### config.mk
export PLATFORM = sky130hd
export DESIGN_NAME = waveform_column_span_renderer_flat
export DESIGN_NICKNAME = d
export VERILOG_FILES = /design/src/rtl/wcsr_pkg.sv /design/src/rtl/wcsr_sample_if.sv /design/src/rtl/wcsr_span_if.sv /design/src/rtl/wcsr_front.sv /design/src/rtl/wcsr_queue.sv /design/src/rtl/wcsr_back.sv /design/src/rtl/waveform_column_span_renderer.sv /design/src/flat_wrapper.sv
export SDC_FILE = /design/constraint.sdc
export NUM_CORES = 2
export LEC_CHECK = 0
export CAP_MARGIN = 15
export CORE_MARGIN = 5
export CORE_UTILIZATION = 52
export CTS_CLUSTER_SIZE = 28
export DETAILED_ROUTE_END_ITERATION = 10
export DONT_BUFFER_PORTS = 1
export PLACE_DENSITY = 0.7
export SLEW_MARGIN = 20
export SYNTH_ARGS = -nofsm -noshare
export SYNTH_HDL_FRONTEND = slang
export SYNTH_SLANG_ARGS = --single-unit
### constraint.sdc
create_clock -name clk -period 8.4 [get_ports clk]
set_input_delay 1.68 -clock clk [delete_from_list [all_inputs] [get_ports clk]]
set_output_delay 1.68 -clock clk [all_outputs]
set_load 0.05 [all_outputs]
### src/rtl/wcsr_pkg.sv
package wcsr_pkg;

    // Configuration register file, one field per register
    typedef struct packed {
        logic [7:0]         line_width;
        logic               thick_mode;
        logic               current_mode;
        logic signed [15:0] level_gain;
        logic [15:0]        zero_row;
        logic [12:0]        graph_height;
        logic [12:0]        graph_width;
    } cfg_t;

    // Configuration port geometry
    localparam int CFG_INDEX_BITS = 3;
    localparam int CFG_DATA_BITS  = 16;

    // Register indexes
    localparam logic [CFG_INDEX_BITS-1:0] REG_LINE_WIDTH   = 3'd0;
    localparam logic [CFG_INDEX_BITS-1:0] REG_THICK_MODE   = 3'd1;
    localparam logic [CFG_INDEX_BITS-1:0] REG_CURRENT_MODE = 3'd2;
    localparam logic [CFG_INDEX_BITS-1:0] REG_LEVEL_GAIN   = 3'd3;
    localparam logic [CFG_INDEX_BITS-1:0] REG_ZERO_ROW     = 3'd4;
    localparam logic [CFG_INDEX_BITS-1:0] REG_GRAPH_HEIGHT = 3'd5;
    localparam logic [CFG_INDEX_BITS-1:0] REG_GRAPH_WIDTH  = 3'd6;

    // Register reset values
    localparam logic [7:0]  RST_LINE_WIDTH   = 8'd16;
    localparam logic        RST_THICK_MODE   = 1'b1;
    localparam logic        RST_CURRENT_MODE = 1'b0;
    localparam logic [15:0] RST_LEVEL_GAIN   = 16'hFF00;
    localparam logic [15:0] RST_ZERO_ROW     = 16'h8000;
    localparam logic [12:0] RST_GRAPH_HEIGHT = 13'd480;
    localparam logic [12:0] RST_GRAPH_WIDTH  = 13'd640;

    // Arithmetic constants
    localparam int GAIN_FRACTION_BITS = 8;      // level_gain is Q8.8
    localparam int SQRT2M1_Q16        = 27146;  // sqrt(2) - 1 in Q0.16
    localparam int SLOPE_LIMIT        = 5;      // rows, at and above it the width grows linearly

    // Front-to-back job queue
    localparam int QUEUE_DEPTH_LOG2 = 2;

endpackage

### src/rtl/wcsr_sample_if.sv
interface wcsr_sample_if #(
    parameter int SAMPLE_BITS = 16
);
    logic                          valid;
    logic                          ready;
    logic signed [SAMPLE_BITS-1:0] level_sample;
    logic                          start_graph;

    modport source (output valid, output level_sample, output start_graph, input ready);
    modport sink   (input valid, input level_sample, input start_graph, output ready);
endinterface

### src/rtl/wcsr_span_if.sv
interface wcsr_span_if #(
    parameter int COORD_BITS = 12
);
    logic                  valid;
    logic                  ready;
    logic [COORD_BITS-1:0] column;
    logic [COORD_BITS-1:0] row_low;
    logic [COORD_BITS-1:0] row_high;
    logic                  colour;
    logic                  span_empty;

    modport source (output valid, output column, output row_low, output row_high,
                    output colour, output span_empty, input ready);
    modport sink   (input valid, input column, input row_low, input row_high,
                    input colour, input span_empty, output ready);
endinterface

### src/rtl/wcsr_front.sv
module wcsr_front #(
    parameter int ROW_FRACTION_BITS = 4,
    parameter int COORD_BITS        = 12,
    parameter int SAMPLE_BITS       = 16
) (
    input  logic                 clk,
    input  logic                 rst_n,
    input  wcsr_pkg::cfg_t       cfg,
    wcsr_sample_if.sink          samples,
    output logic                 q_push,
    output logic [COORD_BITS+3*(COORD_BITS+ROW_FRACTION_BITS+2):0] q_job,
    input  logic                 q_full
);
    import wcsr_pkg::*;

    localparam int ROW_BITS   = COORD_BITS + ROW_FRACTION_BITS + 2;
    localparam int PROD_BITS  = SAMPLE_BITS + 16;
    localparam int SUM_BITS   = PROD_BITS + 1;
    localparam int SHIFT      = GAIN_FRACTION_BITS - ROW_FRACTION_BITS;
    localparam int COUNT_BITS = COORD_BITS + 1;
    localparam int WBITS      = (COUNT_BITS > 13) ? COUNT_BITS : 13;

    // Input stage: sample and its scaled level
    logic                          f1_valid_reg;
    logic signed [SAMPLE_BITS-1:0] level_reg;
    logic                          start_reg;
    logic signed [PROD_BITS-1:0]   prod_reg;

    // Window and counters
    logic signed [SAMPLE_BITS-1:0] older_level_reg, centre_level_reg;
    logic signed [ROW_BITS-1:0]    older_row_reg, centre_row_reg;
    logic [COUNT_BITS-1:0]         column_count_reg;
    logic [1:0]                    prime_count_reg;

    logic signed [PROD_BITS-1:0] prod_shift;
    logic signed [SUM_BITS-1:0]  row_sum;
    logic signed [ROW_BITS-1:0]  row;
    logic [1:0]                  prime;
    logic [COUNT_BITS-1:0]       count;
    logic [WBITS-1:0]            width_ext, width_lim, width_cap;
    logic                        priming, emit, colour, go, accept;

    // Row mapping with saturation to the row range
    always_comb
    begin
        prod_shift = prod_reg >>> SHIFT;
        row_sum = $signed({prod_shift[PROD_BITS-1], prod_shift})
                + $signed({{(SUM_BITS-16){1'b0}}, cfg.zero_row});
        if ((&row_sum[SUM_BITS-1:ROW_BITS-1]) || !(|row_sum[SUM_BITS-1:ROW_BITS-1]))
        begin
            row = row_sum[ROW_BITS-1:0];
        end
        else if (row_sum[SUM_BITS-1])
        begin
            row = $signed({1'b1, {(ROW_BITS-1){1'b0}}});
        end
        else
        begin
            row = $signed({1'b0, {(ROW_BITS-1){1'b1}}});
        end
    end

    // Classify: prime, emit or drop
    always_comb
    begin
        prime     = start_reg ? 2'd0 : prime_count_reg;
        count     = start_reg ? '0 : column_count_reg;
        width_ext = WBITS'(cfg.graph_width);
        width_lim = WBITS'(1) << COORD_BITS;
        width_cap = (width_ext > width_lim) ? width_lim : width_ext;
        priming   = !prime[1];
        emit      = !priming && (WBITS'(count) < width_cap);
        if (cfg.current_mode)
        begin
            colour = !(centre_level_reg > 0);
        end
        else
        begin
            colour = !(older_level_reg < centre_level_reg);
        end
    end

    assign go            = f1_valid_reg && (!emit || !q_full);
    assign q_push        = go && emit;
    assign samples.ready = !f1_valid_reg || go;
    assign accept        = samples.valid && samples.ready;
    assign q_job         = {colour, count[COORD_BITS-1:0], older_row_reg, centre_row_reg, row};

    // Input stage valid
    always_ff @(posedge clk or negedge rst_n)
    begin
        if (!rst_n)
        begin
            f1_valid_reg <= 1'b0;
        end
        else if (accept)
        begin
            f1_valid_reg <= 1'b1;
        end
        else if (go)
        begin
            f1_valid_reg <= 1'b0;
        end
    end

    // Input stage payload, gain multiply
    always_ff @(posedge clk)
    begin
        if (accept)
        begin
            level_reg <= samples.level_sample;
            start_reg <= samples.start_graph;
            prod_reg  <= samples.level_sample * cfg.level_gain;
        end
    end

    // Window shift and counters
    always_ff @(posedge clk or negedge rst_n)
    begin
        if (!rst_n)
        begin
            older_level_reg  <= '0;
            centre_level_reg <= '0;
            older_row_reg    <= '0;
            centre_row_reg   <= '0;
            column_count_reg <= '0;
            prime_count_reg  <= '0;
        end
        else if (go && (priming || emit))
        begin
            older_level_reg  <= centre_level_reg;
            centre_level_reg <= level_reg;
            older_row_reg    <= centre_row_reg;
            centre_row_reg   <= row;
            if (priming)
            begin
                prime_count_reg  <= prime + 2'd1;
                column_count_reg <= count;
            end
            else
            begin
                column_count_reg <= count + COUNT_BITS'(1);
            end
        end
    end

endmodule

### src/rtl/wcsr_queue.sv
module wcsr_queue #(
    parameter int WIDTH      = 8,
    parameter int DEPTH_LOG2 = 2
) (
    input  logic             clk,
    input  logic             rst_n,
    input  logic             push,
    input  logic [WIDTH-1:0] wr_data,
    output logic             full,
    input  logic             pop,
    output logic [WIDTH-1:0] rd_data,
    output logic             empty
);
    localparam int DEPTH = 1 << DEPTH_LOG2;

    logic [WIDTH-1:0]      entry_reg [DEPTH];
    logic [DEPTH_LOG2-1:0] wr_ptr_reg, rd_ptr_reg;
    logic [DEPTH_LOG2:0]   count_reg;
    logic                  do_push, do_pop;

    assign full    = (count_reg == (DEPTH_LOG2+1)'(DEPTH));
    assign empty   = (count_reg == '0);
    assign do_push = push && !full;
    assign do_pop  = pop && !empty;
    assign rd_data = entry_reg[rd_ptr_reg];

    // Entry storage
    always_ff @(posedge clk)
    begin
        if (do_push)
        begin
            entry_reg[wr_ptr_reg] <= wr_data;
        end
    end

    // Pointers and fill level
    always_ff @(posedge clk or negedge rst_n)
    begin
        if (!rst_n)
        begin
            wr_ptr_reg <= '0;
            rd_ptr_reg <= '0;
            count_reg  <= '0;
        end
        else
        begin
            if (do_push)
            begin
                wr_ptr_reg <= wr_ptr_reg + DEPTH_LOG2'(1);
            end
            if (do_pop)
            begin
                rd_ptr_reg <= rd_ptr_reg + DEPTH_LOG2'(1);
            end
            if (do_push && !do_pop)
            begin
                count_reg <= count_reg + (DEPTH_LOG2+1)'(1);
            end
            else if (do_pop && !do_push)
            begin
                count_reg <= count_reg - (DEPTH_LOG2+1)'(1);
            end
        end
    end

endmodule

### src/rtl/wcsr_back.sv
module wcsr_back #(
    parameter int ROW_FRACTION_BITS = 4,
    parameter int COORD_BITS        = 12
) (
    input  logic           clk,
    input  logic           rst_n,
    input  wcsr_pkg::cfg_t cfg,
    input  logic           q_empty,
    input  logic [COORD_BITS+3*(COORD_BITS+ROW_FRACTION_BITS+2):0] q_job,
    output logic           q_pop,
    wcsr_span_if.source    spans
);
    import wcsr_pkg::*;

    localparam int RFB      = ROW_FRACTION_BITS;
    localparam int ROW_BITS = COORD_BITS + RFB + 2;
    localparam int SLW_BITS = 4 + RFB;
    localparam int F_BITS   = 18 + RFB;
    localparam int MUL_BITS = SLW_BITS + F_BITS;
    localparam int D_BITS   = ROW_BITS + 1;
    localparam int HW_BITS  = D_BITS + 1;
    localparam int YW_A     = (ROW_BITS + 3 > 14 + RFB) ? ROW_BITS + 3 : 14 + RFB;
    localparam int YW       = (YW_A > 17) ? YW_A : 17;
    localparam int PIX_BITS = YW - RFB + 1;
    localparam int SMALL_BITS = RFB + 3;

    // Job fields
    logic signed [ROW_BITS-1:0] j_older, j_centre, j_new;
    logic [COORD_BITS-1:0]      j_column;
    logic                       j_colour;

    assign j_new    = q_job[ROW_BITS-1:0];
    assign j_centre = q_job[2*ROW_BITS-1:ROW_BITS];
    assign j_older  = q_job[3*ROW_BITS-1:2*ROW_BITS];
    assign j_column = q_job[3*ROW_BITS+COORD_BITS-1:3*ROW_BITS];
    assign j_colour = q_job[3*ROW_BITS+COORD_BITS];

    // Whole pipeline moves when the output slot frees up
    logic adv;
    assign adv   = !spans.valid || spans.ready;
    assign q_pop = adv && !q_empty;

    // Line width in row units
    logic [8+RFB-1:0]    slw_full;
    logic [SLW_BITS-1:0] slw;
    assign slw_full = {cfg.line_width, {RFB{1'b0}}};
    assign slw      = slw_full[8+RFB-1:4];

    // ---------------- stage 1: slopes and slope factors ----------------
    logic signed [D_BITS-1:0] dy_l, dy_r;
    logic [D_BITS-1:0]        ady_l, ady_r;
    logic [F_BITS-1:0]        f_l, f_r;

    always_comb
    begin
        dy_l  = $signed({j_centre[ROW_BITS-1], j_centre}) - $signed({j_older[ROW_BITS-1], j_older});
        dy_r  = $signed({j_centre[ROW_BITS-1], j_centre}) - $signed({j_new[ROW_BITS-1], j_new});
        ady_l = dy_l[D_BITS-1] ? D_BITS'(-dy_l) : D_BITS'(dy_l);
        ady_r = dy_r[D_BITS-1] ? D_BITS'(-dy_r) : D_BITS'(dy_r);
        f_l   = (F_BITS'(1) << (16 + RFB))
              + F_BITS'(SQRT2M1_Q16) * F_BITS'(ady_l[SMALL_BITS-1:0]);
        f_r   = (F_BITS'(1) << (16 + RFB))
              + F_BITS'(SQRT2M1_Q16) * F_BITS'(ady_r[SMALL_BITS-1:0]);
    end

    logic                       b1_valid_reg;
    logic signed [ROW_BITS-1:0] b1_centre_reg;
    logic [COORD_BITS-1:0]      b1_column_reg;
    logic                       b1_colour_reg;
    logic                       b1_neg_l_reg, b1_neg_r_reg, b1_small_l_reg, b1_small_r_reg;
    logic [D_BITS-1:0]          b1_ady_l_reg, b1_ady_r_reg;
    logic [F_BITS-1:0]          b1_f_l_reg, b1_f_r_reg;

    always_ff @(posedge clk)
    begin
        if (adv)
        begin
            b1_centre_reg  <= j_centre;
            b1_column_reg  <= j_column;
            b1_colour_reg  <= j_colour;
            b1_neg_l_reg   <= dy_l[D_BITS-1];
            b1_neg_r_reg   <= dy_r[D_BITS-1];
            b1_small_l_reg <= ady_l < D_BITS'(SLOPE_LIMIT << RFB);
            b1_small_r_reg <= ady_r < D_BITS'(SLOPE_LIMIT << RFB);
            b1_ady_l_reg   <= ady_l;
            b1_ady_r_reg   <= ady_r;
            b1_f_l_reg     <= f_l;
            b1_f_r_reg     <= f_r;
        end
    end

    // ---------------- stage 2: half widths ----------------
    logic [MUL_BITS-1:0]       mul_l, mul_r, mul_sh_l, mul_sh_r;
    logic [D_BITS:0]           lin_l, lin_r;
    logic [D_BITS-1:0]         lw_l, lw_r;
    logic signed [HW_BITS-1:0] hw_l, hw_r;

    always_comb
    begin
        mul_l    = MUL_BITS'(slw) * MUL_BITS'(b1_f_l_reg);
        mul_r    = MUL_BITS'(slw) * MUL_BITS'(b1_f_r_reg);
        mul_sh_l = mul_l >> (17 + RFB);
        mul_sh_r = mul_r >> (17 + RFB);
        lin_l    = (D_BITS+1)'(b1_ady_l_reg) + (D_BITS+1)'(slw);
        lin_r    = (D_BITS+1)'(b1_ady_r_reg) + (D_BITS+1)'(slw);
        lw_l     = b1_small_l_reg ? D_BITS'(mul_sh_l) : lin_l[D_BITS:1];
        lw_r     = b1_small_r_reg ? D_BITS'(mul_sh_r) : lin_r[D_BITS:1];
        hw_l     = b1_neg_l_reg ? -$signed({1'b0, lw_l}) : $signed({1'b0, lw_l});
        hw_r     = b1_neg_r_reg ? -$signed({1'b0, lw_r}) : $signed({1'b0, lw_r});
    end

    logic                       b2_valid_reg;
    logic signed [ROW_BITS-1:0] b2_centre_reg;
    logic [COORD_BITS-1:0]      b2_column_reg;
    logic                       b2_colour_reg;
    logic signed [HW_BITS-1:0]  b2_hw_l_reg, b2_hw_r_reg;

    always_ff @(posedge clk)
    begin
        if (adv)
        begin
            b2_centre_reg <= b1_centre_reg;
            b2_column_reg <= b1_column_reg;
            b2_colour_reg <= b1_colour_reg;
            b2_hw_l_reg   <= hw_l;
            b2_hw_r_reg   <= hw_r;
        end
    end

    // ---------------- stage 3: span ends in row units ----------------
    logic signed [YW-1:0] c_ext, yl, yr, half_slw, fill_a, ya, yb;

    always_comb
    begin
        c_ext    = YW'(b2_centre_reg);
        half_slw = $signed(YW'(slw >> 1));
        yl       = c_ext - YW'(b2_hw_l_reg);
        yr       = c_ext - YW'(b2_hw_r_reg);
        // peak and trough fixes
        if (c_ext > yl && c_ext > yr)
        begin
            if (yl > yr)
            begin
                yl = c_ext + half_slw;
            end
            else
            begin
                yr = c_ext + half_slw;
            end
        end
        else if (c_ext < yl && c_ext < yr)
        begin
            if (yl < yr)
            begin
                yl = c_ext - half_slw;
            end
            else
            begin
                yr = c_ext - half_slw;
            end
        end
        if (cfg.current_mode)
        begin
            fill_a = $signed(YW'(cfg.zero_row));
        end
        else
        begin
            fill_a = $signed(YW'(cfg.graph_height) << RFB);
        end
        if (cfg.thick_mode)
        begin
            ya = yl;
            yb = yr;
        end
        else
        begin
            ya = fill_a;
            yb = c_ext;
        end
        if (ya > yb)
        begin
            ya = yb;
            yb = cfg.thick_mode ? yl : fill_a;
        end
    end

    logic                  b3_valid_reg;
    logic signed [YW-1:0]  b3_ya_reg, b3_yb_reg;
    logic [COORD_BITS-1:0] b3_column_reg;
    logic                  b3_colour_reg;

    always_ff @(posedge clk)
    begin
        if (adv)
        begin
            b3_ya_reg     <= ya;
            b3_yb_reg     <= yb;
            b3_column_reg <= b2_column_reg;
            b3_colour_reg <= b2_colour_reg;
        end
    end

    // ---------------- stage 4: pixel rounding and clipping ----------------
    logic signed [YW-1:0]       ya_up, neg_a;
    logic signed [YW:0]         span_len;
    logic signed [PIX_BITS-1:0] lo2, hi2, first, last, h_top;
    logic [PIX_BITS-1:0]        h_cap, h_lim;
    logic                       empty;

    always_comb
    begin
        ya_up    = b3_ya_reg + $signed(YW'((1 << RFB) - 1));
        neg_a    = -b3_ya_reg;
        lo2      = PIX_BITS'(ya_up >>> RFB);
        hi2      = PIX_BITS'(b3_yb_reg >>> RFB);
        span_len = $signed({b3_yb_reg[YW-1], b3_yb_reg}) - $signed({b3_ya_reg[YW-1], b3_ya_reg});
        if (lo2 > hi2)
        begin
            // both ends in one pixel: keep it if at least half covered
            if (span_len >= $signed((YW+1)'(1 << (RFB - 1))))
            begin
                first = hi2;
                last  = hi2;
            end
            else
            begin
                first = '0;
                last  = '1;
            end
        end
        else
        begin
            first = neg_a[RFB-1] ? lo2 - PIX_BITS'(1) : lo2;
            last  = b3_yb_reg[RFB-1] ? hi2 : hi2 - PIX_BITS'(1);
        end
        h_lim = PIX_BITS'(1) << COORD_BITS;
        h_cap = (PIX_BITS'(cfg.graph_height) > h_lim) ? h_lim : PIX_BITS'(cfg.graph_height);
        h_top = $signed(h_cap) - PIX_BITS'(1);
        if (first < 0)
        begin
            first = '0;
        end
        if (last > h_top)
        begin
            last = h_top;
        end
        empty = first > last;
    end

    logic                  out_valid_reg;
    logic [COORD_BITS-1:0] out_column_reg, out_low_reg, out_high_reg;
    logic                  out_colour_reg, out_empty_reg;

    always_ff @(posedge clk)
    begin
        if (adv)
        begin
            out_column_reg <= b3_column_reg;
            out_colour_reg <= b3_colour_reg;
            out_empty_reg  <= empty;
            out_low_reg    <= empty ? '0 : first[COORD_BITS-1:0];
            out_high_reg   <= empty ? '0 : last[COORD_BITS-1:0];
        end
    end

    // Stage valids
    always_ff @(posedge clk or negedge rst_n)
    begin
        if (!rst_n)
        begin
            b1_valid_reg  <= 1'b0;
            b2_valid_reg  <= 1'b0;
            b3_valid_reg  <= 1'b0;
            out_valid_reg <= 1'b0;
        end
        else if (adv)
        begin
            b1_valid_reg  <= !q_empty;
            b2_valid_reg  <= b1_valid_reg;
            b3_valid_reg  <= b2_valid_reg;
            out_valid_reg <= b3_valid_reg;
        end
    end

    assign spans.valid      = out_valid_reg;
    assign spans.column     = out_column_reg;
    assign spans.row_low    = out_low_reg;
    assign spans.row_high   = out_high_reg;
    assign spans.colour     = out_colour_reg;
    assign spans.span_empty = out_empty_reg;

endmodule

### src/rtl/waveform_column_span_renderer.sv
// An accepted sample word passes the input register (row map, classify), the queue,
// three span stages and the output register to its span word; stalls can hold it.
// Throughput: one sample word per cycle unless the queue is full or spans are stalled;
// a word that primes or falls past the graph width gives no span and is never queued.
// Reset (rst_n low, asynchronous): window, counters, queue and all valids cleared;
// configuration registers return to their documented defaults.
module waveform_column_span_renderer #(
    parameter int ROW_FRACTION_BITS = 4,
    parameter int COORD_BITS        = 12,
    parameter int SAMPLE_BITS       = 16
) (
    input  logic                                  clk,
    input  logic                                  rst_n,
    input  logic                                  cfg_write,
    input  logic [wcsr_pkg::CFG_INDEX_BITS-1:0]   cfg_index,
    input  logic [wcsr_pkg::CFG_DATA_BITS-1:0]    cfg_data,
    wcsr_sample_if.sink                           samples,
    wcsr_span_if.source                           spans
);
    import wcsr_pkg::*;

    localparam int ROW_BITS = COORD_BITS + ROW_FRACTION_BITS + 2;
    localparam int JOB_BITS = 1 + COORD_BITS + 3 * ROW_BITS;

    // Configuration registers
    cfg_t cfg_reg;

    always_ff @(posedge clk or negedge rst_n)
    begin
        if (!rst_n)
        begin
            cfg_reg.line_width   <= RST_LINE_WIDTH;
            cfg_reg.thick_mode   <= RST_THICK_MODE;
            cfg_reg.current_mode <= RST_CURRENT_MODE;
            cfg_reg.level_gain   <= $signed(RST_LEVEL_GAIN);
            cfg_reg.zero_row     <= RST_ZERO_ROW;
            cfg_reg.graph_height <= RST_GRAPH_HEIGHT;
            cfg_reg.graph_width  <= RST_GRAPH_WIDTH;
        end
        else if (cfg_write)
        begin
            case (cfg_index)
                REG_LINE_WIDTH:   cfg_reg.line_width   <= cfg_data[7:0];
                REG_THICK_MODE:   cfg_reg.thick_mode   <= cfg_data[0];
                REG_CURRENT_MODE: cfg_reg.current_mode <= cfg_data[0];
                REG_LEVEL_GAIN:   cfg_reg.level_gain   <= $signed(cfg_data[15:0]);
                REG_ZERO_ROW:     cfg_reg.zero_row     <= cfg_data[15:0];
                REG_GRAPH_HEIGHT: cfg_reg.graph_height <= cfg_data[12:0];
                REG_GRAPH_WIDTH:  cfg_reg.graph_width  <= cfg_data[12:0];
                default:          ;
            endcase
        end
    end

    // Front: accept, map, classify
    logic                q_push, q_full, q_pop, q_empty;
    logic [JOB_BITS-1:0] q_wr_job, q_rd_job;

    wcsr_front #(
        .ROW_FRACTION_BITS (ROW_FRACTION_BITS),
        .COORD_BITS        (COORD_BITS),
        .SAMPLE_BITS       (SAMPLE_BITS)
    ) u_front (
        .clk     (clk),
        .rst_n   (rst_n),
        .cfg     (cfg_reg),
        .samples (samples),
        .q_push  (q_push),
        .q_job   (q_wr_job),
        .q_full  (q_full)
    );

    // Job queue between front and back
    wcsr_queue #(
        .WIDTH      (JOB_BITS),
        .DEPTH_LOG2 (QUEUE_DEPTH_LOG2)
    ) u_queue (
        .clk     (clk),
        .rst_n   (rst_n),
        .push    (q_push),
        .wr_data (q_wr_job),
        .full    (q_full),
        .pop     (q_pop),
        .rd_data (q_rd_job),
        .empty   (q_empty)
    );

    // Back: span geometry and output register
    wcsr_back #(
        .ROW_FRACTION_BITS (ROW_FRACTION_BITS),
        .COORD_BITS        (COORD_BITS)
    ) u_back (
        .clk     (clk),
        .rst_n   (rst_n),
        .cfg     (cfg_reg),
        .q_empty (q_empty),
        .q_job   (q_rd_job),
        .q_pop   (q_pop),
        .spans   (spans)
    );

    // Front never pushes into a full queue
    a_no_overflow: assert property (@(posedge clk) disable iff (!rst_n)
        q_push |-> !q_full)
        else $error("job pushed into full queue");

    // Back never pops an empty queue
    a_no_underflow: assert property (@(posedge clk) disable iff (!rst_n)
        q_pop |-> !q_empty)
        else $error("job popped from empty queue");

    // Empty spans carry zero rows
    a_empty_rows: assert property (@(posedge clk) disable iff (!rst_n)
        (spans.valid && spans.span_empty) |-> (spans.row_low == '0 && spans.row_high == '0))
        else $error("empty span with nonzero rows");

    // Drawn spans are ordered
    a_span_order: assert property (@(posedge clk) disable iff (!rst_n)
        (spans.valid && !spans.span_empty) |-> (spans.row_low <= spans.row_high))
        else $error("span rows out of order");

endmodule

### src/flat_wrapper.sv
// flat-port wrapper written by rule: the top's interface ports become plain ports
module waveform_column_span_renderer_flat import wcsr_pkg::*;
#(
    parameter int ROW_FRACTION_BITS = 4,
    parameter int COORD_BITS        = 12,
    parameter int SAMPLE_BITS       = 16
)
  (clk, rst_n, cfg_write, cfg_index, cfg_data, samples_valid, samples_level_sample, samples_start_graph, samples_ready, spans_valid, spans_column, spans_row_low, spans_row_high, spans_colour, spans_span_empty, spans_ready);
  wcsr_sample_if #(.SAMPLE_BITS(SAMPLE_BITS)) samples_i ();
  wcsr_span_if #(.COORD_BITS(COORD_BITS)) spans_i ();
  input  logic clk;
  input  logic rst_n;
  input  logic cfg_write;
  input  logic [wcsr_pkg::CFG_INDEX_BITS-1:0] cfg_index;
  input  logic [wcsr_pkg::CFG_DATA_BITS-1:0] cfg_data;
  input wire logic [$bits(samples_i.valid)-1:0] samples_valid;
  input wire logic [$bits(samples_i.level_sample)-1:0] samples_level_sample;
  input wire logic [$bits(samples_i.start_graph)-1:0] samples_start_graph;
  output wire logic [$bits(samples_i.ready)-1:0] samples_ready;
  output wire logic [$bits(spans_i.valid)-1:0] spans_valid;
  output wire logic [$bits(spans_i.column)-1:0] spans_column;
  output wire logic [$bits(spans_i.row_low)-1:0] spans_row_low;
  output wire logic [$bits(spans_i.row_high)-1:0] spans_row_high;
  output wire logic [$bits(spans_i.colour)-1:0] spans_colour;
  output wire logic [$bits(spans_i.span_empty)-1:0] spans_span_empty;
  input wire logic [$bits(spans_i.ready)-1:0] spans_ready;
  assign samples_i.valid = samples_valid;
  assign samples_i.level_sample = samples_level_sample;
  assign samples_i.start_graph = samples_start_graph;
  assign samples_ready = samples_i.ready;
  assign spans_valid = spans_i.valid;
  assign spans_column = spans_i.column;
  assign spans_row_low = spans_i.row_low;
  assign spans_row_high = spans_i.row_high;
  assign spans_colour = spans_i.colour;
  assign spans_span_empty = spans_i.span_empty;
  assign spans_i.ready = spans_ready;
  waveform_column_span_renderer #(.ROW_FRACTION_BITS(ROW_FRACTION_BITS), .COORD_BITS(COORD_BITS), .SAMPLE_BITS(SAMPLE_BITS)) u_core (.clk(clk), .rst_n(rst_n), .cfg_write(cfg_write), .cfg_index(cfg_index), .cfg_data(cfg_data), .samples(samples_i), .spans(spans_i));
endmodule
# == After elaboration in Yosys (flattened, before gate mapping) ==
# Memories as Yosys holds them, arrays and structs flattened.
# Cells that the tools add are included.
# word_totals
register_bits,493
latch_bits,0
mem_bits_rw,268
romBits,0
in_bits,41
wordCells,194
memories,1
# memory_table
name,words,width,read_ports,rd_clocked_by_memory_dff,wr,line,source
u_core.u_queue.entry_reg,4,67,1,0,1,wcsr_queue.sv:16,logic [WIDTH-1:0] entry_reg [DEPTH];
# classes
n_addsub,27
multipliers,5
div_mod_pow,0
magnitude_cmp,19
eq_ne,7
n_shift,0
n_mux,41
n_bitwise,1
n_reduce_logical,42
# ops
op,n
$mux 21,12
$mux 18,10
$mux 19,6
$mul 8x22->30,2
$mux 13,4
$add 21x22->22 const A,2
$gt 18x21->1,2
$gt 21x21->1,2
$lt 18x21->1,2
$mul 14x7->21 const A,2
$sub 18x20->21,2
$add 19x8->20,2
$neg 19->20,2
$lt 19x7->1 const B,2
$neg 19->19,2
$sub 18x18->19,2
$sub 17x2->18 const B,2
$mul 16x16->32,1
$add 28x17->29,1
$gt 13x13->1 const B,2
$ge 22x5->1 const B,1
$sub 21x21->22,1
$add 21x5->21 const B,1
$lt 21x21->1,1
31 further kinds,76

# == Logic depth before layout (Yosys ltp) ==
# logic_depth
word_depth,13
ltp_mapped,45
ltp_nobuf,40

# == By module ==
# A second synthesis with hierarchy kept.
# hier_totals
hier_cells,6466
area_unflattened_um2,66361.1
# modules_own_cells
mod,n_inst,cells_each,area_each_um2
wcsr_back,1,4175,37123.1
wcsr_front,1,1756,16528.4
wcsr_queue,1,387,10094.7
waveform_column_span_renderer,1,148,2615.0

# == Worst setup path after synthesis ==
# OpenSTA, ideal clock, no wires.
# synth_path
path_kind,register to register
start,register u_core.u_back.b3_ya_reg[3]
end,"register u_core.u_back.out_high_reg[1], in the netlist u_core.u_back.spans.row_high[1], data pin"
setup_time_ps,170
arrival_ps,8255
slack_ps,-25
path_stages_with_launch,46
cell_sequence,edfxtp_1 > nor4_2 > nor2_1 > and4_1 > and3_1 > clkbuf_1 > nand2_1 > xnor2_1 > ha_1 > a21o_1 > a21o_1 > a21oi_1 > nand2_1 > o21ai_0 > a21oi_1 > or2_2 > clkbuf_1 > and2_1 > [... 10 more ...] > clkbuf_1 > clkbuf_1 > clkbuf_1 > a21o_1 > ha_1 > a21oi_1 > nor2b_1 > o21ai_0 > a31oi_1 > a211oi_1 > o21ai_0 > a21oi_1 > nor2b_1 > o31a_1 > or4b_1 > buf_2 > buf_6 > a311oi_2
# synth_between
elab_chain_cells,7
# synth_rtl
item,line,source
start: declaration,wcsr_back.sv:188,"logic signed [YW-1:0] b3_ya_reg, b3_yb_reg;"
start signal: assignment,wcsr_back.sv:196,b3_ya_reg <= ya;
$sub 21x21->22 or $add 21x5->21 (tied branches),"wcsr_back.sv:216, wcsr_back.sv:212",
$ge 22x5->1 or $sub 17x2->18 (tied branches),"wcsr_back.sv:220, wcsr_back.sv:233",
"$mux 18, on equally long branches","wcsr_back.sv:220, wcsr_back.sv:233",
$mux 18,wcsr_back.sv:217,if (lo2 > hi2)
$lt 18x1->1 or $gt 18x14->1 (tied branches),"wcsr_back.sv:239, wcsr_back.sv:243",
"$mux 18, on equally long branches","wcsr_back.sv:239, wcsr_back.sv:243",
$gt 18x18->1,wcsr_back.sv:247,empty = first > last;
end signal: assignment,wcsr_back.sv:262,out_high_reg <= empty ? '0 : last[COORD_BITS-1:0];
end: declaration,wcsr_back.sv:251,"logic [COORD_BITS-1:0] out_column_reg, out_low_reg, out_high_reg;"
# Several ways; a longest one is shown, not always the timed one.
# A chain may end at the register's enable or synchronous reset.

# == Worst setup path in the final report ==
# layout_path
start,register u_core.u_back.b3_ya_reg[4]
end,"register u_core.u_back.out_high_reg[1], in the netlist u_core.u_back.spans.row_high[1], data pin"
# The elaborated chain is that of the path after synthesis.

==> flow_metrics.py <==
metrics = {
    "run_status": {
        "status": "finished clean",
    },
    "global_routing": {
        "grt_antenna_before_repair": 12,
        "grt_start_max_net_pins": 173,
        "global_route.usage.total_pct": 25.8,
        "first_global_vias": 48586,
        "grt_remaining_overflow": 0,
        "grt_pass1_wl_mm": 270,
    },
    "setup_path": {
        "worst_path_largest_cell_delay_ns": 0.60,
        "crit_path_end_kind": "register",
        "worst_ep_arrival_time_ns": 8.64,
        "critPathLaunchType": "register",
        "critical_path.reg2reg.startpoint": "u_core.u_back.b3_ya_reg[4]$_DFFE_PN_",
        "worst-endpoint-required_ns": 8.91,
        "crit_family": "compound AO/OA/AOI/OAI gates",
        "setup.worst_path.start": "u_core.u_back.b3_ya_reg[4]$_DFFE_PN_",
        "worst-path-max-fanout": 8,
        "cp.buffers_inverters": 8,
        "path_common_cell": "sky130_fd_sc_hd__buf_4",
        "timing_worst_setup_path_type": "reg2reg",
        "cell_with_the_largest_stage_delay_on_the_worst_path": "sky130_fd_sc_hd__or4b_4",
    },
    "synthesis": {
        "ys_seq_elements": 751,
        "postSynthCellCount": 6336,
        "post_synth_num_cell_types": 92,
        "synth-edff-count": 588,
        "synth_compound_gate_area_share_pct": 10.5,
        "synth_top_family_by_area": "adder cells",
        "synth-xor-area-share_pct": 4.43,
        "synth_top_flop_cell": "sky130_fd_sc_hd__edfxtp_1",
        "syn-num-nets": 7471,
        "share_of_the_yosys_chip_area_belonging_to_registers_pct": 33.4,
        "ys.warnings.count": 0,
        "post_synth_mux_area_share_pct": 4.95,
        "synth_simple_gate_area_share_pct": 14.0,
        "synth_area_per_cell_sq_um": 10.3,
        "syn_area_sq_um": 65100,
        "yosys.area_share.adder_pct": 26.9,
        "async_flop_share_pct": 21.7,
    },
    "clock_tree": {
        "clock_sinks": 751,
        "worst_setup_hold_path_clk_slew_ns": 0.06,
        "htree_levels": 3,
        "tritoncts": "done",
        "ctsRootBufferMaster": "sky130_fd_sc_hd__clkbuf_16",
        "clk-insertion-delay-late_ns": 0.71,
        "clock_tree.buffer_depth": 3,
        "cts.hold.buffers_added": 0,
        "cts_bufs_inserted": 84,
    },
    "final_layout": {
        "drive_above_1_share_pct": 10.1,
        "layout.area.seq_sq_um": 21800,
        "syn_to_final_growth_pct": 10.2,
        "layout.cells.most_common_list": "sky130_fd_sc_hd__inv_1 (804), sky130_fd_sc_hd__nand2_1 (715), sky130_fd_sc_hd__edfxtp_1 (588)",
        "layout.nets": 7585,
        "largest_reg_flops": 268,
        "post-route-cell-area_sq_um": 71800,
        "area_taken_by_multi_input_logic_gates_sq_um": 40100,
        "filler_cell_count": 10406,
        "final_common_cell": "sky130_fd_sc_hd__inv_1",
    },
    "placed_design": {
        "numPortBuffers": 0,
        "gpl.final_weighted_congestion": 0.935,
        "dpl-instance-area_sq_um": 68100,
        "post-dp-hpwl_mm": 128,
    },
    "sta": {
        "worst_pin_slew_ns": 1.10,
        "timing.final.setup_violations": 0,
        "post-route-min-period_ns": 8.13,
        "final.period_utilization_pct": 96.8,
        "timing.slew.headroom_pct": 26.1,
        "fmax_mhz": 123,
        "final.setup_skew_ns": 0.0591,
        "timing.final.max_slew_violations": 0,
        "hold_violations": 0,
    },
    "die": {
        "die_x_microns": 364,
        "design.die.area_sq_um": 132000,
        "placementRows": 129,
        "start_util_pct": 52.5,
        "fp.coreArea_sq_um": 124000,
        "chipHeight_microns": 364,
        "io_pins": 81,
    },
    "route": {
        "postRouteAntennaNets": 0,
        "detail_route.iter0.violations": 4096,
        "viasPerCell": 5.80,
        "num_vias": 47434,
        "detail_route.wl_per_cell_microns": 20.6,
        "route.final.wire_length_mm": 169,
        "drt_pre_antenna_iters": 6,
        "drc_violation_count_after_routing": 0,
    },
    "job": {
        "max_cap_viol_count": 0,
    },
    "min_path": {
        "hold_path_class": "reg2reg",
        "worst_hold_startpoint": "u_core.u_back.b1_centre_reg[7]$_DFFE_PN_",
    },
}
[kinds of logic (layout without fill, tap and decap cells)]
logic type                 after synthesis  after routing
AOI/OAI and AO/OA                     1052           1052
xor gates and xnor gates               329            329
adders and majority gates             1094           1094
buffers and inverters                 1010           1195
DFF                                    751            751
muxes                                  228            228
other                                    0             22
and+or+nand+nor                       1872           1872
[cell type report]
class / count / area share [%]
repair buffers: 230 / 2.63
clock inverters: 51 / 0.922
flip-flops and latches: 751 / 30.3
diodes: 22 / 0.0767
clock buffers: 106 / 3.13
inverters: 808 / 4.24
multi-input cells: 4575 / 55.8
well taps: 1637 / 2.85
[per-layer routing]
metal / vias up / track usage [%] / share of wire [%]
met2: 1543 / 42.0 / 47
met3: 313 / 5.17 / 6.7
li1: 22134 / - / -
met5: - / 0 / 0.016
met4: 4 / 7.84 / 2.9
met1: 23440 / 35.1 / 44
[synthesized netlist by cell type, types with 93 or more instances]
| cell | number | area, sq um |
|---|---|---|
| sky130_fd_sc_hd__a21o_1 | 93 | 698 |
| sky130_fd_sc_hd__a21oi_1 | 280 | 1400 |
| sky130_fd_sc_hd__and2_1 | 271 | 1700 |
| sky130_fd_sc_hd__clkbuf_1 | 178 | 668 |
| sky130_fd_sc_hd__dfrtp_1 | 146 | 3650 |
| sky130_fd_sc_hd__edfxtp_1 | 588 | 17700 |
| sky130_fd_sc_hd__fa_1 | 508 | 10200 |
| sky130_fd_sc_hd__ha_1 | 586 | 7330 |
| sky130_fd_sc_hd__inv_1 | 806 | 3030 |
| sky130_fd_sc_hd__nand2_1 | 719 | 2700 |
| sky130_fd_sc_hd__nand3_1 | 121 | 606 |
| sky130_fd_sc_hd__nor2_1 | 294 | 1100 |
| sky130_fd_sc_hd__o21ai_0 | 243 | 1220 |
| sky130_fd_sc_hd__xnor2_1 | 222 | 1940 |
| sky130_fd_sc_hd__xor2_1 | 107 | 937 |
[stage by stage]
stage / hold WS, ns / worst slack, ns / std cells / utilization (%) / setup TNS (ns)
after global routing: 0.411 / -0.0763 / 8160 / 57.8 / -0.597
after detailed placement: 0.405 / -0.0413 / 7984 / 54.9 / -0.0584
after floorplan: 0.400 / 0.0601 / 6336 / - / 0
final: 0.412 / 0.270 / 8180 / 57.8 / 0
after global placement: 0.401 / 0.0360 / 7984 / 54.9 / 0
after CTS: 0.408 / 0.0112 / 8142 / 57.3 / 0
[worst paths after layout]
| check | slack (ns) | to | cells past startpoint |
|---|---|---|---|
| hold / removal | 0.41 | u_core.u_back.b2_centre_reg[7]$_DFFE_PN_ | 0 |
| min in group asynchronous | 0.70 | u_core.cfg_reg[65]$_DFFE_PN0P_ | 0 |
| hold reg to reg | 0.41 | u_core.u_back.b2_centre_reg[7]$_DFFE_PN_ | 0 |
| setup reg to reg | 0.27 | u_core.u_back.spans.row_high[1]$_SDFFCE_PN0N_ | 38 |
| setup / recovery | 0.27 | u_core.u_back.spans.row_high[1]$_SDFFCE_PN0N_ | 38 |
| max in group asynchronous | 7.08 | u_core.u_queue.rd_ptr_reg[0]$_DFFE_PN0P_ | 0 |
[worst reg2reg max path, delay by kind of cell (launching register included)]
kind | cells | cell delay, ns
AO/OA/AOI/OAI | 16 | 3.19
AND/OR/NAND/NOR | 11 | 2.47
buffers and inverters | 8 | 1.21
adder cells (fa/ha/maj) | 3 | 0.68
flip-flops | 1 | 0.41
[what timing repair did]
action                                  in CTS  in global routing
setup buffers                                1                 15
hold endpoints to repair                     0                  0
resized for setup                            7                111
pin swaps                                    3                 41
endpoints found under the setup margin      10                 69
cloned                                       0                  2
Power is left out: the tool's default activity adds up to more than one toggle a clock period on the data nets, which glitch-free logic cannot reach.
